**src/hdl/tcs_pkg.sv**
```systemverilog
package tcs_pkg;

  // Geometry of the byte store and the character screen
  localparam int MEM_DEPTH    = 65536;
  localparam int SCREEN_BASE  = 4096;
  localparam int LINE_WIDTH   = 64;
  localparam int LINE_COUNT   = 32;
  localparam int BITMAP_END   = 12288;
  localparam int CONTROL_BASE = 256;

  localparam int MEM_AW = $clog2(MEM_DEPTH);
  localparam int PTR_W  = MEM_AW + 1;

  localparam int SCR_END_I  = SCREEN_BASE + LINE_WIDTH * LINE_COUNT;
  localparam int SCR_LAST_I = SCREEN_BASE + LINE_WIDTH * (LINE_COUNT - 1);
  localparam int SHELL_END_I = (SCR_END_I > MEM_DEPTH) ? MEM_DEPTH : SCR_END_I;
  localparam int BMP_END_I   = (BITMAP_END > MEM_DEPTH) ? MEM_DEPTH : BITMAP_END;

  localparam logic [PTR_W-1:0] SCR_BASE_P  = PTR_W'(SCREEN_BASE);
  localparam logic [PTR_W-1:0] SCR_END_P   = PTR_W'(SCR_END_I);
  localparam logic [PTR_W-1:0] SCR_LAST_P  = PTR_W'(SCR_LAST_I);
  localparam logic [PTR_W-1:0] SHELL_END_P = PTR_W'(SHELL_END_I);
  localparam logic [PTR_W-1:0] BMP_END_P   = PTR_W'(BMP_END_I);
  localparam logic [PTR_W-1:0] MEM_LAST_P  = PTR_W'(MEM_DEPTH - 1);

  localparam logic [MEM_AW-1:0] ROW_IDX  = MEM_AW'(CONTROL_BASE);
  localparam logic [MEM_AW-1:0] COL_IDX  = MEM_AW'(CONTROL_BASE + 1);
  localparam logic [MEM_AW-1:0] MODE_IDX = MEM_AW'(CONTROL_BASE + 2);

  typedef enum logic [2:0] {
    CMD_WRITE   = 3'd0,
    CMD_READ    = 3'd1,
    CMD_NEWLINE = 3'd2,
    CMD_CLEAR   = 3'd3,
    CMD_PUT     = 3'd4,
    CMD_BEGIN   = 3'd5,
    CMD_TEXT    = 3'd6,
    CMD_NOP     = 3'd7
  } cmd_e_t;

  typedef enum logic [1:0] {
    SEL_CURSOR = 2'd0,
    SEL_LINE   = 2'd1,
    SEL_ADDR   = 2'd2,
    SEL_RSVD   = 2'd3
  } sel_e_t;

  typedef struct packed {
    logic [2:0]  command;
    logic [15:0] address;
    logic [7:0]  data;
    logic [7:0]  text_length;
    logic        prefix_newline;
    logic [1:0]  start_select;
    logic        last_char;
  } req_t;

  typedef struct packed {
    logic [7:0] read_data;
    logic [7:0] scrolled_lines;
    logic [7:0] cursor_row;
    logic [7:0] cursor_col;
  } rsp_t;

  // One datapath operation per cycle
  typedef enum logic [4:0] {
    OP_NONE,
    OP_INIT,
    OP_LOAD,
    OP_WRITE,
    OP_READ,
    OP_PUT,
    OP_TEXT,
    OP_NL_ONE,
    OP_NL_LINES,
    OP_NL_ROW,
    OP_NL_COL,
    OP_SC_INIT,
    OP_SC_RD,
    OP_SC_WR,
    OP_SC_BLANK,
    OP_CLR_INIT,
    OP_CLR,
    OP_BT_START,
    OP_BT_PTR,
    OP_FINISH
  } op_t;

  typedef struct packed {
    op_t op;
  } ctl_t;

  typedef struct packed {
    logic [2:0] cmd;
    logic       pre;
    logic       tail_nl;
    logic       nl_zero;
    logic       row_last;
    logic       copy_done;
    logic       blank_done;
    logic       clr_done;
    logic       init_last;
    logic       out_free;
  } sts_t;

endpackage

```
**src/hdl/tcs_controller.sv**
```systemverilog
module tcs_controller (
  input  logic          clk,
  input  logic          rst,
  input  logic          request_valid,
  output logic          request_ready,
  input  tcs_pkg::sts_t sts,
  output tcs_pkg::ctl_t ctl
);
  import tcs_pkg::*;

  typedef enum logic [12:0] {
    S_INIT     = 13'b0000000000001,
    S_IDLE     = 13'b0000000000010,
    S_EXEC     = 13'b0000000000100,
    S_NL       = 13'b0000000001000,
    S_SC_RD    = 13'b0000000010000,
    S_SC_WR    = 13'b0000000100000,
    S_SC_BLANK = 13'b0000001000000,
    S_CLEAR    = 13'b0000010000000,
    S_BT_START = 13'b0000100000000,
    S_BT_LINES = 13'b0001000000000,
    S_BT_PTR   = 13'b0010000000000,
    S_TAIL     = 13'b0100000000000,
    S_DONE     = 13'b1000000000000
  } state_t;

  typedef enum logic [1:0] {
    RET_DONE,
    RET_BT_START,
    RET_BT_PTR
  } ret_t;

  state_t state, state_next;
  ret_t   ret, ret_next;

  assign request_ready = (state == S_IDLE);

  always_comb begin
    state_next = state;
    ret_next   = ret;
    ctl.op     = OP_NONE;
    case (state)
      S_INIT: begin
        ctl.op = OP_INIT;
        if (sts.init_last) state_next = S_IDLE;
      end
      S_IDLE: begin
        if (request_valid) begin
          ctl.op     = OP_LOAD;
          state_next = S_EXEC;
        end
      end
      S_EXEC: begin
        case (cmd_e_t'(sts.cmd))
          CMD_WRITE: begin
            ctl.op     = OP_WRITE;
            state_next = S_DONE;
          end
          CMD_READ: begin
            ctl.op     = OP_READ;
            state_next = S_DONE;
          end
          CMD_NEWLINE: begin
            ctl.op     = OP_NL_ONE;
            ret_next   = RET_DONE;
            state_next = S_NL;
          end
          CMD_CLEAR: begin
            ctl.op     = OP_CLR_INIT;
            state_next = S_CLEAR;
          end
          CMD_PUT: begin
            ctl.op     = OP_PUT;
            state_next = S_DONE;
          end
          CMD_BEGIN: begin
            if (sts.pre) begin
              ctl.op     = OP_NL_ONE;
              ret_next   = RET_BT_START;
              state_next = S_NL;
            end else begin
              state_next = S_BT_START;
            end
          end
          CMD_TEXT: begin
            ctl.op     = OP_TEXT;
            state_next = S_TAIL;
          end
          default: state_next = S_DONE;
        endcase
      end
      S_NL: begin
        if (sts.nl_zero) begin
          ctl.op = OP_NL_COL;
          case (ret)
            RET_BT_START: state_next = S_BT_START;
            RET_BT_PTR:   state_next = S_BT_PTR;
            default:      state_next = S_DONE;
          endcase
        end else if (sts.row_last) begin
          ctl.op     = OP_SC_INIT;
          state_next = S_SC_RD;
        end else begin
          ctl.op = OP_NL_ROW;
        end
      end
      S_SC_RD: begin
        if (sts.copy_done) begin
          state_next = S_SC_BLANK;
        end else begin
          ctl.op     = OP_SC_RD;
          state_next = S_SC_WR;
        end
      end
      S_SC_WR: begin
        ctl.op     = OP_SC_WR;
        state_next = S_SC_RD;
      end
      S_SC_BLANK: begin
        if (sts.blank_done) begin
          state_next = S_NL;
        end else begin
          ctl.op = OP_SC_BLANK;
        end
      end
      S_CLEAR: begin
        if (sts.clr_done) begin
          state_next = S_DONE;
        end else begin
          ctl.op = OP_CLR;
        end
      end
      S_BT_START: begin
        ctl.op     = OP_BT_START;
        state_next = S_BT_LINES;
      end
      S_BT_LINES: begin
        ctl.op     = OP_NL_LINES;
        ret_next   = RET_BT_PTR;
        state_next = S_NL;
      end
      S_BT_PTR: begin
        ctl.op     = OP_BT_PTR;
        state_next = S_TAIL;
      end
      S_TAIL: begin
        if (sts.tail_nl) begin
          ctl.op     = OP_NL_ONE;
          ret_next   = RET_DONE;
          state_next = S_NL;
        end else begin
          state_next = S_DONE;
        end
      end
      S_DONE: begin
        if (sts.out_free) begin
          ctl.op     = OP_FINISH;
          state_next = S_IDLE;
        end
      end
      default: state_next = S_INIT;
    endcase
  end

  always_ff @(posedge clk) begin
    if (rst) begin
      state <= S_INIT;
      ret   <= RET_DONE;
    end else begin
      state <= state_next;
      ret   <= ret_next;
    end
  end

  a_accept_exec: assert property (@(posedge clk) disable iff (rst)
    (request_valid && request_ready) |=> (state == S_EXEC))
    else $error("accepted beat did not start execution");

  a_finish_free: assert property (@(posedge clk) disable iff (rst)
    (ctl.op == OP_FINISH) |-> sts.out_free)
    else $error("result register overwritten");

  a_copy_order: assert property (@(posedge clk) disable iff (rst)
    (state == S_SC_WR) |-> ($past(state) == S_SC_RD))
    else $error("scroll write without preceding read");

endmodule
```
**config.mk**
```make
export PLATFORM = sky130hd
export DESIGN_NAME = tcs_controller
export DESIGN_NICKNAME = d
export VERILOG_FILES = /design/src/hdl/tcs_pkg.sv /design/src/hdl/tcs_controller.sv
export SDC_FILE = /design/constraint.sdc
export NUM_CORES = 1
export LEC_CHECK = 0
export BUFFER_PORTS_ARGS = -buffer_cell sky130_fd_sc_hd__buf_2
export CAP_MARGIN = 20
export CELL_PAD_IN_SITES_DETAIL_PLACEMENT = 1
export CELL_PAD_IN_SITES_GLOBAL_PLACEMENT = 1
export CORE_ASPECT_RATIO = 1.75
export CORE_UTILIZATION = 35
export DETAILED_ROUTE_END_ITERATION = 16
export GPL_ROUTABILITY_DRIVEN = 1
export HOLD_SLACK_MARGIN = 0.1
export PLACE_DENSITY = 0.74
export SETUP_SLACK_MARGIN = 0.05
export SLEW_MARGIN = 10
export SYNTH_ARGS = -nofsm -noshare
export SYNTH_HDL_FRONTEND = slang
export SYNTH_SLANG_ARGS = --single-unit
```
**constraint.sdc**
```tcl
create_clock -name clk -period 2 [get_ports clk]
set_clock_uncertainty 0.05 [all_clocks]
set_input_delay 0.1 -clock clk [delete_from_list [all_inputs] [get_ports clk]]
set_output_delay 0.1 -clock clk [all_outputs]
set_load 0.005 [all_outputs]
```
* After elaboration in Yosys (flattened, before gate mapping)
Cells that the tools add are included.
Storage, ports and cells: register bits after elaboration 15, bits in latches 0, RAM bits 0, memory bits (read-only) 0, bits of input ports 15, output and inout port bits 6, logic and storage cells 64, memories kept 0
Cells by class: $add $sub $neg 0, $mul 0, div/mod/pow operators 0, $lt $le $gt $ge 0, equal/unequal tests 30, shift operators 0, mux-type cells 28, bitwise gates (word level) 0, reduce and logical (&&, ||, !) cells 4
Operator list (count):
- $pmux W13 S13 | 1
- $mux W13 | 8
- $pmux W5 S13 | 1
- $pmux W13 S4 | 1
- $pmux W4 S7 | 1
- $pmux W13 S2 | 1
- $eq A13 B1 Y1 const B | 1
- $eq A13 B10 Y1 const B | 1
- $eq A13 B11 Y1 const B | 1
- $eq A13 B12 Y1 const B | 1
- $eq A13 B13 Y1 const B | 1
- $eq A13 B2 Y1 const B | 1
- $eq A13 B3 Y1 const B | 1
- $eq A13 B4 Y1 const B | 1
- $eq A13 B5 Y1 const B | 1
- $eq A13 B6 Y1 const B | 1
- $eq A13 B7 Y1 const B | 1
- $eq A13 B8 Y1 const B | 1
- $eq A13 B9 Y1 const B | 1
- $ne A2 B2 Y1 const B | 6
- $mux W2 | 5
- $mux W5 | 2
- $eq A3 B3 Y1 const B | 3
- $mux W9 | 1
- other kinds (15) | 19

* Longest topological paths before layout
Gate-level depths: netlist of the first run.
word-level depth 4, gate-level depth with buffers 8, mapped depth without buffers 6

* Least setup slack after synthesis of the first run
Ideal clock, no wire load.
kind register to register, start point register state[5], end point register state[3], library setup time 131 ps, arrival 1707 ps, data required time 1819 ps, slack 112 ps, cell stages (with the launch flop) 8, path buffers 1, period minus slack after synthesis 1888 ps, cells stage by stage dfxtp_1 buf_6 nor4_4 nand2_2 or4_1 o21ai_2 a211o_1 a21oi_2
Between the ends: cells in the longest elaborated chain, start to end 3, elaborated cells on any way between the ends 21, those cells by class eq/ne (19); mux (1); reduce/logical (1)
RTL lines:
- start, declared | RTL line tcs_controller.sv:33 | state_t state, state_next;
- start signal, assigned | RTL line tcs_controller.sv:170 | state <= state_next;
- $eq A13 B4 Y1 (tied with other cells) | RTL line tcs_controller.sv:42 | case (state)
- $ne A3 B3 Y1 (no source line) or $ne A2 B2 Y1 (tied branches)
- $reduce_and A6 Y1 (no source line)
Several ways; a longest one is shown, not always the timed one. A chain may end at the register's enable or synchronous reset.

==> impl_results.md, run 1 <==
* Critical path origin: state[7]
* Width of the chip at 48.5 um
* Synth area leader: dfxtp_1
* Number of port buffers at 20
* Metal2 WL at between 3000 and 4000 um
* Highest metal used: met4
* Met3 WL at 193 um
* Initial detailed-routing violation count at 50
* Die H at 83.4 um
* Sw frac at 39.3%
* Flop pwr share at 23.9%
* H-tree depth at 1
* Max-cap violations at 0
* # diodes at 0
* Pint at 0.947 mW
* DR vias at 1755
* GRT Util Overall at 29.4%
* Worst EP arrival at between 2000 and 2500 ps
* Synth Cell Area at 1330 um2
* Initial Utilization at 36.6%
* Largest net degree at the start of global routing at 16
* Layout cells sized above 1 at 54.9%
* GPL Wtd Cong at 0.900
* Worst EP required at roughly 1900 ps
* Yosys warns at 0
* Status: complete, but fails checks
* Vias/cell at 6.01
* Failing checks: setup timing
* Hold/Removal Path Class: in2reg
* Worst setup margin at -180 ps
* Clock latency on the worst-skew pair at approximately 250 ps
* Final net count at between 200 and 300
* Total grt overflow at 0
* Syn_nets at ~190
* CP Capture Type: output port
* CTS sink count at 15
* Fin. Hold Viols at 0
* DRC Markers at 0
* Area delta synth->final at 61.4%
* Share of total power in combinational logic at 59.2%
* Min-delay src: sts[0]
* Area of the die at 4050 um2
* Post-synthesis cell count at roughly 180
* Crit-path max FO at 6
* Top_reg_cell synth: dfxtp_1
* P_sw at 0.612 mW
* Rel. slew slack at between 60% and 70%
* RSZ-0062 raised after global routing: yes
* Fin. max-slew vios at 0
* Core box area at 3630 um2
* Async SR Flop Fraction at 0%
* Synth area leaders: dfxtp_1 23%, nor2_1 4.8%, a21oi_1 4.2%
* Vias in the first global route at between 1500 and 2000
* Initial antenna violation count at 0
* Reg-to-reg startpoint: state[9]
* Hpwl dp at 4020 um
* Final worst path period share at 109%
* Post-DP Area at between 1500 and 2000 um2
* WL final at 6310 um
* Sequential area share after synthesis at 22.6%
* Syn_area_per_cell at 7.58 um2
* Avg WL per Cell at 21.6 um
* Yosys reg bits at 15
* Rows at 29
* First-pass GRT wire length at 9000 um
* VDD IR max at roughly 450 uV
* Post-synth EDFFs at 0
* Fmax at 459 MHz
* Number of distinct library cells after synthesis at 53
* Clock root cell: clkbuf_8
* CP Class: reg2out
* M1 WL at roughly 2200 um
* Final setup viols at 9
* Synth top area share at 22.6%
* Slew @ Worst Pin at 462 ps
* Final Power at 1.56 mW
* Leak at 0.937 nW
* IO Pins at 21
* PD cells at 728 nW/um2
* CTS tree: built
* Clock power frac at roughly 17%
* Startpoint types: flop
* Reg clk slew, reported paths at 70 ps
* Pre-Repair DR Iteration Count at 4
* Finished Cell Area at 2140 um2
* Antenna viol nets, final at 0
* Worst-case clock buffer depth at 2
* Number of CTS-inserted buffers at 3
* Crit path time final at approximately 2200 ps
==> registers in the layout, indices dropped and copies added, names as in the netlist <==
| name | flops |
|---|---|
| ret | 2 |
| state | 13 |
==> worst max-delay path, stage by stage, from the launching register on <==
cell	delay (ps)
dfxtp_4	380
nor4_4	310
buf_6	180
nand3_2	140
nor2b_4	220
a32oi_1	110
and4b_1	240
o21ai_1	80
buf_2	120
==> through the flow <==
| step | setup WS (ps) | hold WS (ps) | utilization, % | TNS, ps | cells |
|---|---|---|---|---|---|
| after floorplan | 112 | 126 | - | 0 | 175 |
| after CTS | -140 | 144 | 53.9 | -249 | 284 |
| after global placement | -13.5 | 244 | 46.9 | -29.1 | 267 |
| after detailed placement | -202 | 283 | 46.9 | -509 | 267 |
| final | -180 | 134 | 59.0 | -852 | 292 |
| after global routing | -257 | 147 | 59.0 | -1560 | 292 |
==> area by class of cell <==
| type | count | area [um2] |
|---|---|---|
| well taps | 46 | 57.6 |
| repair buffers | 80 | 572 |
| inverters | 8 | 30.0 |
| flip-flops and latches | 15 | 332 |
| fillers | 452 | 1490 |
| multi-input cells | 139 | 1100 |
| clock buffers | 4 | 45.0 |
==> synth_stat cells (all sizes together), types with 2 or more instances <==
| library cell | n |
|---|---|
| buf | 11 |
| xnor2 | 3 |
| a32oi | 3 |
| nor2 | 18 |
| a31oi | 3 |
| dfxtp | 15 |
| or2 | 2 |
| a21oi | 12 |
| nor2b | 5 |
| nand3 | 7 |
| nand2b | 2 |
| nand2 | 15 |
| or4 | 2 |
| nor3 | 9 |
| ha | 2 |
| xor2 | 3 |
| o21ai | 13 |
| nor4b | 4 |
| or3 | 2 |
| a211o | 2 |
| inv | 8 |
| clkbuf | 2 |
| nor3b | 2 |
| nor4 | 7 |
| and4b | 2 |
| nand3b | 2 |
| nand4 | 6 |
==> cell families after synthesis <==
| kind of cell | share of synthesized area (%) |
|---|---|
| AOI/OAI and AO/OA | 19.9 |
| xor gates and xnor gates | 3.96 |
| adders and majority gates | 2.64 |
| buffers and inverters | 7.92 |
| DFF | 22.6 |
| muxes | 0.755 |
| and+or+nand+nor | 42.2 |
==> layer usage <==
metal,global-route usage [%],up-vias
met3,3.11,32
met2,57.5,57
met5,0,-
met4,21.4,0
li1,-,794
met1,26.6,872
==> power groups by stage <==
stage | Clock (mW) | Sequential, mW | Combinational (mW)
finish | 0.263 | 0.372 | 0.923
global placement | 0 | 0.368 | 0.553
global route | 0.279 | 0.376 | 0.970
detailed placement | 0 | 0.375 | 0.565
CTS | 0.263 | 0.377 | 0.763
floorplan | 0 | 0.336 | 0.358
==> final timing paths <==
check             slack [ps]  depth (start not counted)        end
setup reg to reg        -140                          9  state[12]
hold / removal           130                          3  state[12]
setup / recovery        -180                          8     ctl[0]
hold reg to reg          510                          2     ret[1]
==> placed cells by master, fill, tap and decap left out, drive strengths merged, types with 2 or more instances in the layout <==
cell type  count
a32oi          3
clkbuf         4
nand4          6
xnor2          3
a31oi          3
nor2b          5
and4b          2
nor2          18
nor4           7
inv            8
nand3          7
or2            2
dfxtp         15
nor3b          2
nand2         15
a211o          2
xor2           3
buf           79
a21oi         12
nand2b         2
nor3           9
or4            2
ha             2
nand3b         2
nor4b          4
o21ai         13
or3            2
==> repair_timing <==
item,in CTS,in global routing
pin swaps,8,20
hold endpoints to repair,1,0
endpoints found under the setup margin,14,15
gates resized for setup,27,34
setup buffers,12,8
hold buffers,1,0
No activity file was read; power rests on OpenSTA's default activity.
==> inputs of run 2 (changes only) <==
--- a/config.mk
+++ b/config.mk
@@ -5,6 +5,7 @@
 export SDC_FILE = /design/constraint.sdc
 export NUM_CORES = 1
 export LEC_CHECK = 0
+export ABC_AREA = 1
 export BUFFER_PORTS_ARGS = -buffer_cell sky130_fd_sc_hd__buf_2
 export CAP_MARGIN = 20
 export CELL_PAD_IN_SITES_DETAIL_PLACEMENT = 1
@@ -14,7 +15,7 @@
 export DETAILED_ROUTE_END_ITERATION = 16
 export GPL_ROUTABILITY_DRIVEN = 1
 export HOLD_SLACK_MARGIN = 0.1
-export PLACE_DENSITY = 0.74
+export PLACE_DENSITY = 0.77
 export SETUP_SLACK_MARGIN = 0.05
 export SLEW_MARGIN = 10
 export SYNTH_ARGS = -nofsm -noshare
==> impl_results.md, run 2 <==
* Syn_area_per_cell at 6.42 um2 (-15%)
* H-tree depth at 1 (unchanged)
* Layout cells sized above 1 at 26.2% (-29 points)
* Reg clk slew, reported paths at 60 ps (about the same)
* Number of CTS-inserted buffers at 3 (unchanged)
* Post-synthesis cell count at 202 (+15%)
* Synth area leaders: dfxtp_1 23%, nand2_1 12%, inv_1 7.8%
* Commonest cells after routing, fill and taps aside: 41 x nand2_1, 27 x inv_1, 26 x nor2_1
* DR vias at 1376 (-22%)
* First-pass GRT wire length at 6020 um (-33%)
* VDD IR max at 309 uV (-31%)
* Crit-path max FO at 5 (-1)
* CP Capture Type: output port
* Area of the die at 3960 um2 (-2.1%)
* Async SR Flop Fraction at 0% (unchanged)
* Vias/cell at 5.10 (-15%)
* Fin. Hold Viols at 0 (unchanged)
* Worst-case reg-to-reg path depth at 11 (+2)
* Yosys reg bits at 15 (unchanged)
* Area delta synth->final at 15.8%
* Clock root cell: clkbuf_8
* Largest net degree at the start of global routing at 17 (+1)
* Syn_nets at 219 (+14%)
* Hold/Removal Path Class: in2reg
* Largest register FFs at 13 (unchanged)
* PD cells at 691 nW/um2 (-5.1%)
* R2R Path End: ret[1]
* Delay-heaviest family, CP: simple AND/OR/NAND/NOR gates
* Initial detailed-routing violation count at 18 (-64%)
* Final net count at 243 (-8.0%)
* M1 WL at 1440 um (-36%)
* Initial antenna violation count at 0 (unchanged)
* Slowest CP cell: dfxtp_1
* CTS tree: built
* Pre-Repair DR Iteration Count at 4 (unchanged)
* Number of distinct library cells after synthesis at 30 (-43%)
* Initial Utilization at 37.4% (+0.86 points)
* Crit path cell chain: nor2_4, nand2_4, nor2_1, nand2_1, o22ai_1, nor2_1, o211ai_1, buf_2
* Final worst path period share at 93.5% (-16 points)
* Reg-to-reg startpoint: state[12]
* Core box area at 3470 um2 (-4.4%)
* Number of port buffers at 20 (unchanged)
* GRT Util Overall at 21.6% (-7.8 points)
* Largest stage delay, worst path at 340 ps (-40 ps)
* Highest metal used: met4
* Post-synth EDFFs at 0 (unchanged)
* Top Registers: state x13, ret x2
* Fmax at 535 MHz (+17%)
* Top_reg_cell synth: dfxtp_1
* Worst-case clock buffer depth at 2 (unchanged)
* Final TNS setup at 0 ps (+852 ps)
* Buf+Inv Stages, Crit Path at 1 (-1)
* Critical Path Most Common Cell: nor2_1
* # diodes at 0 (unchanged)
* Leak at 0.768 nW (-18%)
* Commonest cells post-synth: 41 x nand2_1, 27 x inv_1, 26 x nor2_1
* Most common cell in the synthesized netlist: nand2_1
* DRC Markers at 0 (unchanged)
* Worst EP arrival at 1720 ps (-310 ps)
* Rel. slew slack at 82.5% (+14 points)
* Met3 WL at 72 um (-63%)
* # fillers at 481 (+6.4%)
* Max-cap violations at 0 (unchanged)
* Critical path origin: state[6]
* Final core occ at 43.3% (-16 points)
* Final setup viols at 0 (-9)
* IO Pins at 21 (unchanged)
* WL final at 3870 um (-39%)
* Fin cells at 270 (-7.5%)
* Avg WL per Cell at 14.3 um (-34%)
* Total grt overflow at 0 (unchanged)
* Rows at 28 (-3.4%)
* RSZ-0062 raised after global routing: no
* Synth top area share at 23.1% (+0.50 points)
* Yosys warns at 0 (unchanged)
* Antenna viol nets, final at 0 (unchanged)
* WHS Path Cells at 3 (unchanged)
* Width of the chip at 48.0 um (-1.1%)
* Slew @ Worst Pin at 260 ps (-202 ps)
* Crit path capture: ctl[1]
* Vias in the first global route at 1395 (-25%)
* Synth area leader: dfxtp_1
* Commonest non-fill, non-tap cell in the layout: nand2_1
* Synth Cell Area at 1300 um2 (-2.2%)
* Critical Path Stages at 8 (unchanged)
* Sequential area share after synthesis at 23.1% (+0.50 points)
* Internal reg-to-reg setup slack at 250 ps (+390 ps)
* Status: finished, final reports clean
* Startpoint types: flop
* Die H at 82.5 um (-1.1%)
* Clock latency on the worst-skew pair at 250 ps (about the same)
* Hpwl dp at 3270 um (-19%)
* Fin. max-slew vios at 0 (unchanged)
* Top reg by flops: state
* Crit path time final at 1870 ps (-310 ps)
* GPL Wtd Cong at 0.801 (-11%)
* Placed Instances at 265 (-0.75%)
* Metal2 WL at 2250 um (-35%)
* Worst EP required at 1850 ps (about the same)
* CP Class: reg2out
* Post-CTS Setup Repair Bufs at 0 (-12)
* CTS sink count at 15 (unchanged)
-- run 2: cell count changes in the layout (fill, tap and decap cells not counted), sizes merged, moves of 4 or more --
cell   change
buf       -59
nand2     +35
inv       +24
nor2      +22
nand3     +14
nor4       -7
nor2b      -5
nor4b      -4
o21ai      -4
-- run 2: what timing repair did --
action / 4_1_cts / 5_1_grt
hold buffers: 1 / 0
resized for setup: 0 / 5
setup endpoints to repair: 0 / 4
hold endpoints to repair: 2 / 0
-- run 2: area by class of cell --
cell class                 count  area, um2  share of cell area (%)
clock buffer                   4       45.0                    3.00
tap                           45       56.3                    3.75
sequential                    15        300                    20.0
timing repair buffer          21        110                    7.33
multi-input combinational    152        862                    57.4
inverter                      33        129                    8.58
-- run 2: cell families after synthesis --
kind of cell | count (synthesis) | synth area share (%)
buffers and inverters | 35 | 11.2
adder cells (fa/ha/maj) | 2 | 1.93
AND/OR/NAND/NOR | 126 | 52.7
AO/OA/AOI/OAI | 24 | 11.0
flip-flops | 15 | 23.1
-- run 2: power breakdown --
group	switching, mW	leakage (nW)	total [mW]	internal (mW)
Sequential	0.0201	0.121	0.341	0.321
Clock	0.113	0.0228	0.254	0.141
Combinational	0.293	0.624	0.443	0.150
Total	0.426	0.768	1.04	0.612
-- run 2: per-stage QoR --
stage	setup slack (ps)	instance area, um2	hold slack [ps]	total power, mW
global route	52.2	1500	135	1.09
global placement	334	1440	274	0.776
detailed placement	329	1440	269	0.787
finish	130	1500	123	1.04
floorplan	595	1300	128	0.669
CTS	53.9	1490	120	1.04
-- run 2: worst min-delay path by stage --
stage            from   endpoint  slack, ps
3_3_place_gp   sts[4]   state[5]        270
4_1_cts        sts[0]  state[12]        120
2_1_floorplan  sts[4]   state[5]        130
6_report       sts[2]   state[7]        120
3_5_place_dp   sts[4]   state[5]        270
5_1_grt        sts[0]  state[12]        140
-- run 2: routing by layer --
metal  vias up  track usage [%]
met3         8             2.39
met4         0             9.72
met1       649             20.6
met2        24             42.0
met5         -                0
li1        695                -
-- run 2: worst reg2reg max path, delay by kind of cell, from the launching register on --
| kind | cells | cell delay [ps] |
|---|---|---|
| AND/OR/NAND/NOR | 8 | 850 |
| buffers and inverters | 3 | 330 |
| flip-flops | 1 | 410 |
